--- src/rtl/core/pulse_period_speed_meter_macros.svh ---
// Assertion macros for the pulse period speed meter.
// Used by the top level only; needs nothing else.
`ifndef PULSE_PERIOD_SPEED_METER_MACROS_SVH
`define PULSE_PERIOD_SPEED_METER_MACROS_SVH

// Same-cycle implication, disabled during reset.
`define PPSM_ASSERT_IMPL(label, clk, rst, lhs, rhs, msg) \
  label: assert property (@(posedge clk) disable iff (rst) (lhs) |-> (rhs)) else $error(msg);

// Next-cycle implication, disabled during reset.
`define PPSM_ASSERT_NEXT(label, clk, rst, lhs, rhs, msg) \
  label: assert property (@(posedge clk) disable iff (rst) (lhs) |=> (rhs)) else $error(msg);

`endif

--- src/rtl/core/ppsm_pkg.sv ---
// Types and constants shared by the pulse period speed meter modules.
// Depends on nothing.
package ppsm_pkg;

  localparam int TS_W        = 32;
  localparam int SPEED_W     = 20;
  localparam int PPNM_W      = 16;
  localparam int DIV_W       = 48;
  localparam int DIV_STEP_W  = 6;
  localparam int QUEUE_DEPTH = 2;
  localparam int QPTR_W      = $clog2(QUEUE_DEPTH);
  localparam int QCNT_W      = $clog2(QUEUE_DEPTH + 1);

  localparam logic OP_PULSE  = 1'b0;
  localparam logic OP_REPORT = 1'b1;

  localparam logic [DIV_STEP_W-1:0] PERIOD_STEPS = DIV_STEP_W'(TS_W);
  localparam logic [DIV_STEP_W-1:0] SPEED_STEPS  = DIV_STEP_W'(41);
  localparam logic [DIV_W-1:0]      MM_NUMERATOR = DIV_W'(64'd1852000000000);
  localparam logic [SPEED_W-1:0]    SPEED_MAX    = '1;
  localparam logic [PPNM_W-1:0]     PPNM_RESET   = PPNM_W'(20000);

  typedef struct packed {
    logic            operation;
    logic [TS_W-1:0] timestamp_us;
  } in_item_t;

  typedef struct packed {
    logic [SPEED_W-1:0] speed_mm_per_s;
    logic [TS_W-1:0]    mean_period_us;
    logic [TS_W-1:0]    pulses_counted;
  } result_t;

  typedef struct packed {
    logic            report;
    logic [TS_W-1:0] timestamp;
  } cmd_t;

  typedef struct packed {
    logic                  start;
    logic [DIV_W-1:0]      dividend;
    logic [DIV_W-1:0]      divisor;
    logic [DIV_STEP_W-1:0] steps;
  } div_req_t;

  typedef struct packed {
    logic             busy;
    logic             done;
    logic [DIV_W-1:0] quotient;
  } div_rsp_t;

endpackage

--- src/rtl/core/pulse_period_speed_meter.sv ---
// Top level of the pulse period speed meter: configuration register and wiring.
// Depends on ppsm_pkg, ppsm_front, ppsm_queue, ppsm_back and ppsm_divider.
//
//   Channel   Direction  Handshake          Beat
//   item      in         item_valid/stall   in_item_t: operation, timestamp_us
//   result    out        result_valid/stall result_t: speed, mean period, count
//   cfg       in         cfg_valid/ready    cfg_data: pulses per nautical mile
//
// A pulse beat is taken without leaving S_IDLE, so pulses stream at one per cycle
// while the queue has room. A report with intervals counted holds the back end
// while the shared one-bit-per-cycle divider runs 32 steps for the mean period
// and, for a nonzero product, 41 steps for the speed, then emits its result beat.
// Reset clears the queue, the accumulators and the result valid flag at once.
// Up to three item beats wait while the back end divides or the result stalls.
`include "pulse_period_speed_meter_macros.svh"

module pulse_period_speed_meter import ppsm_pkg::*; (
  input  logic              clk,
  input  logic              rst,
  input  logic              item_valid,
  output logic              item_stall,
  input  in_item_t          item,
  output logic              result_valid,
  input  logic              result_stall,
  output result_t           result,
  input  logic              cfg_valid,
  output logic              cfg_ready,
  input  logic [PPNM_W-1:0] cfg_data
);

  logic [PPNM_W-1:0] ppnm;
  logic              push;
  cmd_t              push_cmd;
  logic              queue_full;
  logic              head_valid;
  cmd_t              head;
  logic              pop;
  div_req_t          div_req;
  div_rsp_t          div_rsp;

  assign cfg_ready = 1'b1;

  always_ff @(posedge clk) begin
    if (rst) begin
      ppnm <= PPNM_RESET;
    end else if (cfg_valid && cfg_ready) begin
      ppnm <= cfg_data;
    end
  end

  ppsm_front u_front (
    .clk        (clk),
    .rst        (rst),
    .item_valid (item_valid),
    .item_stall (item_stall),
    .item       (item),
    .queue_full (queue_full),
    .push       (push),
    .push_cmd   (push_cmd)
  );

  ppsm_queue u_queue (
    .clk        (clk),
    .rst        (rst),
    .push       (push),
    .push_cmd   (push_cmd),
    .full       (queue_full),
    .head_valid (head_valid),
    .head       (head),
    .pop        (pop)
  );

  ppsm_divider u_divider (
    .clk (clk),
    .rst (rst),
    .req (div_req),
    .rsp (div_rsp)
  );

  ppsm_back u_back (
    .clk          (clk),
    .rst          (rst),
    .ppnm         (ppnm),
    .cmd_valid    (head_valid),
    .cmd          (head),
    .pop          (pop),
    .div_req      (div_req),
    .div_rsp      (div_rsp),
    .result_valid (result_valid),
    .result_stall (result_stall),
    .result       (result)
  );

  `PPSM_ASSERT_IMPL(a_no_push_when_full, clk, rst, push, !queue_full, "push into a full queue")
  `PPSM_ASSERT_IMPL(a_no_start_when_busy, clk, rst, div_req.start, !div_rsp.busy, "divider busy")
  `PPSM_ASSERT_NEXT(a_start_sets_busy, clk, rst, div_req.start, div_rsp.busy, "divider idle")

endmodule

--- src/rtl/core/ppsm_front.sv ---
// Input stage: takes item beats and classifies them into commands.
// Depends on ppsm_pkg; feeds ppsm_queue.
module ppsm_front import ppsm_pkg::*; (
  input  logic     clk,
  input  logic     rst,
  input  logic     item_valid,
  output logic     item_stall,
  input  in_item_t item,
  input  logic     queue_full,
  output logic     push,
  output cmd_t     push_cmd
);

  logic held;
  cmd_t held_cmd;
  logic take;

  assign item_stall = held && queue_full;
  assign take       = item_valid && !item_stall;
  assign push       = held && !queue_full;
  assign push_cmd   = held_cmd;

  always_ff @(posedge clk) begin
    if (rst) begin
      held <= 1'b0;
    end else if (take) begin
      held <= 1'b1;
    end else if (push) begin
      held <= 1'b0;
    end
  end

  always_ff @(posedge clk) begin
    if (take) begin
      held_cmd.report    <= (item.operation == OP_REPORT);
      held_cmd.timestamp <= item.timestamp_us;
    end
  end

endmodule

--- src/rtl/core/ppsm_queue.sv ---
// Short command queue between the front stage and the back end.
// Depends on ppsm_pkg.
module ppsm_queue import ppsm_pkg::*; (
  input  logic clk,
  input  logic rst,
  input  logic push,
  input  cmd_t push_cmd,
  output logic full,
  output logic head_valid,
  output cmd_t head,
  input  logic pop
);

  cmd_t              entries [QUEUE_DEPTH];
  logic [QPTR_W-1:0] wr_ptr;
  logic [QPTR_W-1:0] rd_ptr;
  logic [QCNT_W-1:0] count;
  logic              do_pop;

  assign full       = (count == QCNT_W'(QUEUE_DEPTH));
  assign head_valid = (count != '0);
  assign head       = entries[rd_ptr];
  assign do_pop     = pop && head_valid;

  always_ff @(posedge clk) begin
    if (rst) begin
      wr_ptr <= '0;
      rd_ptr <= '0;
      count  <= '0;
    end else begin
      if (push) begin
        wr_ptr <= (wr_ptr == QPTR_W'(QUEUE_DEPTH - 1)) ? '0 : wr_ptr + 1'b1;
      end
      if (do_pop) begin
        rd_ptr <= (rd_ptr == QPTR_W'(QUEUE_DEPTH - 1)) ? '0 : rd_ptr + 1'b1;
      end
      if (push && !do_pop) begin
        count <= count + 1'b1;
      end else if (do_pop && !push) begin
        count <= count - 1'b1;
      end
    end
  end

  always_ff @(posedge clk) begin
    if (push) begin
      entries[wr_ptr] <= push_cmd;
    end
  end

endmodule

--- src/rtl/core/ppsm_divider.sv ---
// Restoring divider that produces one quotient bit per cycle.
// Depends on ppsm_pkg; shared by both report divisions.
module ppsm_divider import ppsm_pkg::*; (
  input  logic     clk,
  input  logic     rst,
  input  div_req_t req,
  output div_rsp_t rsp
);

  logic                  busy;
  logic                  done;
  logic [DIV_STEP_W-1:0] cnt;
  logic [DIV_W-1:0]      rem;
  logic [DIV_W-1:0]      quo;
  logic [DIV_W-1:0]      dsr;
  logic [DIV_W:0]        rem_sh;
  logic [DIV_W:0]        diff;
  logic                  fits;

  assign rem_sh = {rem, quo[DIV_W-1]};
  assign diff   = rem_sh - {1'b0, dsr};
  assign fits   = !diff[DIV_W];
  assign rsp    = '{busy: busy, done: done, quotient: quo};

  always_ff @(posedge clk) begin
    if (rst) begin
      busy <= 1'b0;
      done <= 1'b0;
      cnt  <= '0;
    end else begin
      done <= busy && !req.start && (cnt == DIV_STEP_W'(1));
      if (req.start) begin
        busy <= 1'b1;
        cnt  <= req.steps;
      end else if (busy) begin
        cnt <= cnt - 1'b1;
        if (cnt == DIV_STEP_W'(1)) begin
          busy <= 1'b0;
        end
      end
    end
  end

  always_ff @(posedge clk) begin
    if (req.start) begin
      rem <= '0;
      quo <= req.dividend << (DIV_STEP_W'(DIV_W) - req.steps);
      dsr <= req.divisor;
    end else if (busy) begin
      rem <= fits ? diff[DIV_W-1:0] : rem_sh[DIV_W-1:0];
      quo <= {quo[DIV_W-2:0], fits};
    end
  end

endmodule

--- src/rtl/core/ppsm_back.sv ---
// Back end: interval accumulators, report sequencer and result register.
// Depends on ppsm_pkg; drives ppsm_divider through its request and response ports.
module ppsm_back import ppsm_pkg::*; (
  input  logic              clk,
  input  logic              rst,
  input  logic [PPNM_W-1:0] ppnm,
  input  logic              cmd_valid,
  input  cmd_t              cmd,
  output logic              pop,
  output div_req_t          div_req,
  input  div_rsp_t          div_rsp,
  output logic              result_valid,
  input  logic              result_stall,
  output result_t           result
);

  typedef enum logic [5:0] {
    S_IDLE       = 6'b000001,
    S_DIV_PERIOD = 6'b000010,
    S_MUL        = 6'b000100,
    S_CHECK      = 6'b001000,
    S_DIV_SPEED  = 6'b010000,
    S_DONE       = 6'b100000
  } state_t;

  state_t                state;
  logic [TS_W-1:0]       last_pulse_time;
  logic [TS_W-1:0]       interval_sum;
  logic [TS_W-1:0]       interval_count;
  logic [TS_W-1:0]       rep_count;
  logic [TS_W-1:0]       period;
  logic [DIV_W-1:0]      product;
  logic [SPEED_W-1:0]    speed;
  logic                  div_start;
  logic [DIV_W-1:0]      div_dividend;
  logic [DIV_W-1:0]      div_divisor;
  logic [DIV_STEP_W-1:0] div_steps;
  logic                  res_valid;
  result_t               res;

  logic                  take_pulse;
  logic                  take_report;
  logic                  later;
  logic [TS_W:0]         sum_add;
  logic [TS_W:0]         count_add;
  logic [TS_W-1:0]       sum_next;
  logic [TS_W-1:0]       count_next;
  logic                  can_emit;

  assign pop         = (state == S_IDLE) && cmd_valid;
  assign take_pulse  = pop && !cmd.report;
  assign take_report = pop && cmd.report;
  assign later       = cmd.timestamp > last_pulse_time;
  assign sum_add     = {1'b0, interval_sum} + {1'b0, cmd.timestamp - last_pulse_time};
  assign count_add   = {1'b0, interval_count} + (TS_W + 1)'(1);
  assign sum_next    = sum_add[TS_W] ? '1 : sum_add[TS_W-1:0];
  assign count_next  = count_add[TS_W] ? '1 : count_add[TS_W-1:0];
  assign can_emit    = !res_valid || !result_stall;

  assign div_req      = '{start: div_start, dividend: div_dividend,
                          divisor: div_divisor, steps: div_steps};
  assign result_valid = res_valid;
  assign result       = res;

  always_ff @(posedge clk) begin
    if (rst) begin
      state           <= S_IDLE;
      last_pulse_time <= '1;
      interval_sum    <= '0;
      interval_count  <= '0;
      div_start       <= 1'b0;
      res_valid       <= 1'b0;
    end else begin
      div_start <= (take_report && (interval_count != '0)) ||
                   ((state == S_CHECK) && (product != '0));
      if ((state == S_DONE) && can_emit) begin
        res_valid <= 1'b1;
      end else if (!result_stall) begin
        res_valid <= 1'b0;
      end
      case (state)
        S_IDLE: begin
          if (take_pulse) begin
            if (later) begin
              interval_sum   <= sum_next;
              interval_count <= count_next;
            end
            last_pulse_time <= cmd.timestamp;
          end else if (take_report) begin
            interval_sum   <= '0;
            interval_count <= '0;
            if (interval_count == '0) begin
              state <= S_DONE;
            end else begin
              state <= S_DIV_PERIOD;
            end
          end
        end
        S_DIV_PERIOD: begin
          if (div_rsp.done) begin
            state <= (div_rsp.quotient == '0) ? S_DONE : S_MUL;
          end
        end
        S_MUL: begin
          state <= S_CHECK;
        end
        S_CHECK: begin
          if (product == '0) begin
            state <= S_DONE;
          end else begin
            state <= S_DIV_SPEED;
          end
        end
        S_DIV_SPEED: begin
          if (div_rsp.done) begin
            state <= S_DONE;
          end
        end
        S_DONE: begin
          if (can_emit) begin
            state <= S_IDLE;
          end
        end
        default: begin
          state <= S_IDLE;
        end
      endcase
    end
  end

  always_ff @(posedge clk) begin
    case (state)
      S_IDLE: begin
        if (take_report) begin
          rep_count    <= interval_count;
          period       <= '0;
          speed        <= '0;
          div_dividend <= DIV_W'(interval_sum);
          div_divisor  <= DIV_W'(interval_count);
          div_steps    <= PERIOD_STEPS;
        end
      end
      S_DIV_PERIOD: begin
        if (div_rsp.done) begin
          period <= div_rsp.quotient[TS_W-1:0];
          speed  <= '0;
        end
      end
      S_MUL: begin
        product <= DIV_W'(ppnm) * DIV_W'(period);
      end
      S_CHECK: begin
        speed        <= SPEED_MAX;
        div_dividend <= MM_NUMERATOR;
        div_divisor  <= product;
        div_steps    <= SPEED_STEPS;
      end
      S_DIV_SPEED: begin
        if (div_rsp.done) begin
          speed <= (div_rsp.quotient[DIV_W-1:SPEED_W] != '0)
                   ? SPEED_MAX : div_rsp.quotient[SPEED_W-1:0];
        end
      end
      S_DONE: begin
        if (can_emit) begin
          res.speed_mm_per_s <= speed;
          res.mean_period_us <= period;
          res.pulses_counted <= rep_count;
        end
      end
      default: begin
      end
    endcase
  end

endmodule

--- config.mk ---
export PLATFORM = sky130hd
export DESIGN_NAME = pulse_period_speed_meter
export DESIGN_NICKNAME = d
export VERILOG_FILES = /design/src/rtl/core/ppsm_pkg.sv /design/src/rtl/core/pulse_period_speed_meter.sv /design/src/rtl/core/ppsm_front.sv /design/src/rtl/core/ppsm_queue.sv /design/src/rtl/core/ppsm_divider.sv /design/src/rtl/core/ppsm_back.sv
export VERILOG_INCLUDE_DIRS = /design/src /design/src/rtl/core
export SDC_FILE = /design/constraint.sdc
export NUM_CORES = 2
export LEC_CHECK = 0
export BUFFER_PORTS_ARGS = -buffer_cell sky130_fd_sc_hd__buf_2
export CORE_UTILIZATION = 50
export DETAILED_ROUTE_END_ITERATION = 12
export PLACE_DENSITY = 0.66
export SLEW_MARGIN = 20
export SYNTH_ARGS = -nofsm -noshare
export SYNTH_HDL_FRONTEND = slang
export SYNTH_HIERARCHICAL = 1
export SYNTH_SLANG_ARGS = --single-unit
--- constraint.sdc ---
create_clock -name clk -period 7 [get_ports clk]
set_input_delay 0.35 -clock clk [delete_from_list [all_inputs] [get_ports clk]]
set_output_delay 0.35 -clock clk [all_outputs]
set_load 0.01 [all_outputs]
==> After elaboration in Yosys (flattened, before gate mapping) <==
Memory sizes are Yosys's and may differ from the RTL's. A register that Yosys moved wholly into a read port is not among the register bits.
Index checks and enable logic that the tools add are counted.
{ "totals": {"regBits": 628, "mem_bits_rw": 66, "input_bits": 54, "out_inout_bits": 87, "elab_cells": 154, "mem_count": 1} }
{ "mem_list": {"columns": ["name", "depth", "word_bits", "read_ports", "rd_clocked_by_memory_dff", "write_ports", "line", "rtl"], "rows": [
  ["u_queue.entries", 2, 33, 1, 1, 1, "ppsm_queue.sv:14", "cmd_t entries [QUEUE_DEPTH];"]
]} }
{ "classes": {"addsub": 10, "mul": 1, "magnitude_cmp": 1, "eq_ne": 15, "n_shift": 1, "n_mux": 49, "reduce_logical": 47} }
{ "ops": {"columns": ["cell", "n"], "rows": [
  ["$mux W32", 8],
  ["$mux W48", 5],
  ["$pmux W48 S2", 2],
  ["$logic_not A48 Y1", 2],
  ["$mux W20", 4],
  ["$pmux W20 S4", 1],
  ["$mux W6", 11],
  ["$pmux W32 S2", 1],
  ["$sub A49 B48 Y49", 1],
  ["$mul A16 B32 Y48", 1],
  ["$reduce_bool A48 Y1", 1],
  ["$shl A48 B6 Y48", 1],
  ["$pmux W6 S6", 1],
  ["$add A32 B1 Y33 const B", 1],
  ["$add A32 B32 Y33", 1],
  ["$gt A32 B32 Y1", 1],
  ["$logic_not A32 Y1", 1],
  ["$reduce_bool A32 Y1", 1],
  ["$sub A32 B32 Y32", 1],
  ["$reduce_bool A28 Y1", 1],
  ["$logic_and A1 B1 Y1", 14],
  ["$reduce_bool A2 Y1", 7],
  ["$mux W1", 13],
  ["$eq A6 B1 Y1 const B", 2],
  ["other kinds (22)", 42]
]} }

==> Logic depth before layout (Yosys ltp) <==
{ "depth": {"depth_word": 7, "ltp_mapped": 27, "mapped_depth_nobuf": 24} }

==> Cells and area by module <==
The synthesis kept the hierarchy.
{ "modules_own_cells": {"columns": ["module", "n_inst", "cells_per_inst", "area_per_inst_um2", "seq_area_each_um2"], "rows": [
  ["ppsm_back", 1, 3449, 34222.8, 11030.6],
  ["ppsm_divider", 1, 1286, 11329.6, 4003.8],
  ["ppsm_queue", 1, 125, 2592.5, 2082.0],
  ["ppsm_front", 1, 39, 1046.0, 1011.0],
  ["pulse_period_speed_meter", 1, 54, 605.6, 320.3]
]} }

==> Worst setup path before layout <==
Ideal clock, no wire load.
{ "synth_path": {"path_kind": "reg-to-reg", "startpoint": "reg u_back.period[19]", "endpoint": "reg u_back.product[44], data pin", "setup_ns": 0.262, "t_arrival_ns": 6.220, "required_ns": 6.738, "slack_ns": 0.518, "path_stages_with_launch": 25, "path_buffers": 2, "synth_period_minus_slack_ns": 6.482, "cell_sequence": "edfxtp_1 clkbuf_1 and2_1 fa_1 inv_1 fa_1 fa_1 inv_1 fa_1 fa_1 inv_1 fa_1 inv_1 ha_1 clkbuf_1 a21oi_1 o21ai_0 a221o_1 a21oi_1 a31oi_1 a31oi_1 o211ai_1 a2111oi_0 a21oi_1 xor2_1"} }
{ "synth_between": {"elab_chain_cells": 1} }
{ "synth_lines": {"columns": ["element", "line", "rtl"], "rows": [
  ["start, declared", "ppsm_back.sv:31", "logic [TS_W-1:0] period;"],
  ["start signal, assigned", "ppsm_back.sv:145", "period <= div_rsp.quotient[TS_W-1:0];"],
  ["$mul A16 B32 Y48", "ppsm_back.sv:150", "product <= DIV_W'(ppnm) * DIV_W'(period);"],
  ["end signal, assigned", "ppsm_back.sv:150", null],
  ["end, declared", "ppsm_back.sv:32", "logic [DIV_W-1:0] product;"]
]} }
No other way between the ends.
A chain may end at the register's enable or synchronous reset.

==> Worst setup path in the final report <==
{ "layout_path": {"startpoint": "reg u_back.period[18]", "endpoint": "reg u_back.product[44], data pin"} }
Same word-level chain as after synthesis.

==> impl_results.md <==
* Tmin final at 6.79 ns
* Post-synthesis cell area at 49800 um2
* IO Port Bufs at 139
* Hold Crit Class: primary input to flip-flop
* Remaining Overflow, GRT at 0
* Placed instance count at 6247
* Critical path launch point: u_back/period[18]
* R2R Path End: u_back/product[44]
* Syn-to-layout area delta at 11.2%
* Die area at 101000 um2
* Pre-CTS setup slack at 0.157 ns
* Layout cells sized above 1 at 0.107
* Worst-path cell chain: and2_1, fa_1, inv_1, fa_1, fa_1, fa_1, inv_1, fa_1, inv_1, fa_1, inv_1, ha_1, a21oi_1, o21ai_0, a221o_1, a21oi_1, a31oi_2, a31oi_1, o211ai_1, a2111oi_2, a21oi_1, xor2_1
* Gp weighted congestion at approximately 0.95
* DR vias/cell at 5.64
* Clk_lat worst skew at 0.66 ns
* First-pass GRT wire length at 205000 um
* Final worst slack at approximately 0.21 ns
* Critical path arrival at 7.18 ns
* Critical path type: flip-flop to flip-flop
* RSZ-0062 raised after global routing: true
* Clock Pin Slew Worst Setup and Hold Paths at approximately 0.06 ns
* Boundary Pins at 141
* Clock Skew at approximately 0.042 ns
* Worst R2R Start: u_back/period[18]
* CP startpoint kind: flip-flop
* Number of global-route vias before repair at around 36000
* Cells after Synth at between 4000 and 5000
* CP most frequent cell: fa_1
* H-tree depth at 3
* Worst hold slack at about 0.10 ns
* Delay-heaviest family, CP: adder cells
* Pre-Repair DR Iteration Count at 7
* Drt wl/cell at ~20 um
* Cell Rows at 115
* Post-DRT Antenna Nets at 0
* Max Slew Vio Count at 0
* Largest net degree at the start of global routing at 83
* R2R setup slack at about 0.21 ns
* Final hold vios at 0
* Chip width at 318 um
* Clock sinks at 675
* Hold Path End: u_front/held
* GRT Overall Usage at 0.258
* DR vias at 36384
* R2R depth at 22
* Crit path required time at between 7 and 8 ns
* Final #Nets at 5812
* Initial DRC count at 3056
* Worst path buffer plus inverter count at 4
* Worst-margin pin slew at 1.10 ns
* Initial antenna violation count at 0
* Post-layout util at 0.562
* Slowest CP cell: edfxtp_1
* Final setup violation count at 0
* Worst-case clock buffer depth at 3
* Post-DP HPWL at 97800 um
* Initial Util at 0.505
* Final period utilization at 0.970
* # diodes at 0
* Yosys warns at 6
* Num CTS Buffers at 77
* Relative slew slack at 0.268
* Worst Path Max Fanout at 11
* Critical Path Max Stage Delay at 0.64 ns
* Max-cap violations at 0
* HP Start: rst
* Core area at 98600 um2
* Clk root buf: clkbuf_16
* CTS tree: built
* Final non-filler cell total at ~6400
* Hold depth at 2
* Die height at roughly 320 um
* Detailed Route WL at between 100000 and 150000 um
* Syn_area_per_cell at 10.1 um2
* Fmax at about 150 MHz
* Outcome: complete, no violations
* Endpoint type of the worst setup path: flip-flop
* # DRC at 0
worst max-delay path by stage:
stage | endpoint | depth (start not counted)
after detailed placement | u_back/product[47] | 23
after floorplan | u_back/product[44] | 24
final | u_back/product[44] | 22
after CTS | u_back/product[47] | 22
after global placement | u_back/product[47] | 21
after global routing | u_back/product[47] | 25
repair_timing:
| action | in CTS | in global routing |
|---|---|---|
| hold endpoints to repair | 50 | 0 |
| setup endpoints to repair | 0 | 7 |
| hold buffers | 50 | 0 |
| gates resized for setup | 0 | 10 |
| setup buffers | 0 | 10 |
worst reg2reg max path: cells and delay by family (launching register included):
kind	cells	cell delay, ns
AOI/OAI and AO/OA	9	1.86
xor gates and xnor gates	1	0.15
adders and majority gates	7	3.39
buffers and inverters	4	0.21
DFF	1	0.64
and+or+nand+nor	1	0.30
layer usage:
| metal | share of wire | track usage |
|---|---|---|
| met5 | 0 | 0 |
| met4 | 0.027 | 0.0752 |
| met3 | 0.064 | 0.0356 |
| met1 | 0.45 | 0.367 |
| met2 | 0.46 | 0.412 |
cell type report:
type / instances / area, um2
fill: 8503 / 43200
multi-input combinational: 3439 / 28100
sequential: 675 / 18500
timing repair buffer: 331 / 2390
clock buffer: 108 / 2210
inverter: 575 / 2160
tap: 1287 / 1610
clock inverter: 34 / 393
registers in the layout, summed over array words and instances, names as in the netlist, 32 cells and up, named ones only:
| name | cells |
|---|---|
| u_back/div_dividend | 33 |
| u_back/div_divisor | 48 |
| u_back/interval_count | 32 |
| u_back/interval_sum | 32 |
| u_back/last_pulse_time | 32 |
| u_back/period | 32 |
| u_back/product | 48 |
| u_back/rep_count | 32 |
| u_back/result | 84 |
| u_divider/dsr | 48 |
| u_divider/quo | 48 |
| u_divider/rem | 48 |
| u_front/push_cmd | 33 |
| u_queue/entries | 66 |
metrics by stage:
| step | cell area (um2) | setup TNS [ns] |
|---|---|---|
| final | 55400 | 0 |
| after global routing | 55400 | -0.0518 |
| after CTS | 55200 | 0 |
| after detailed placement | 52100 | 0 |
| after global placement | 52100 | 0 |
| after floorplan | 49800 | 0 |
placed cells by master, fill, tap and decap left out, drive strengths merged, types with 159 or more instances in the layout:
master,count
and2,297
edfxtp,493
a21oi,249
ha,238
nand2,715
buf,281
nor2,256
fa,421
dfxtp,182
o21ai,159
inv,577
Power is left out: the tool's default activity adds up to more than one toggle a clock period on the data nets, which glitch-free logic cannot reach.
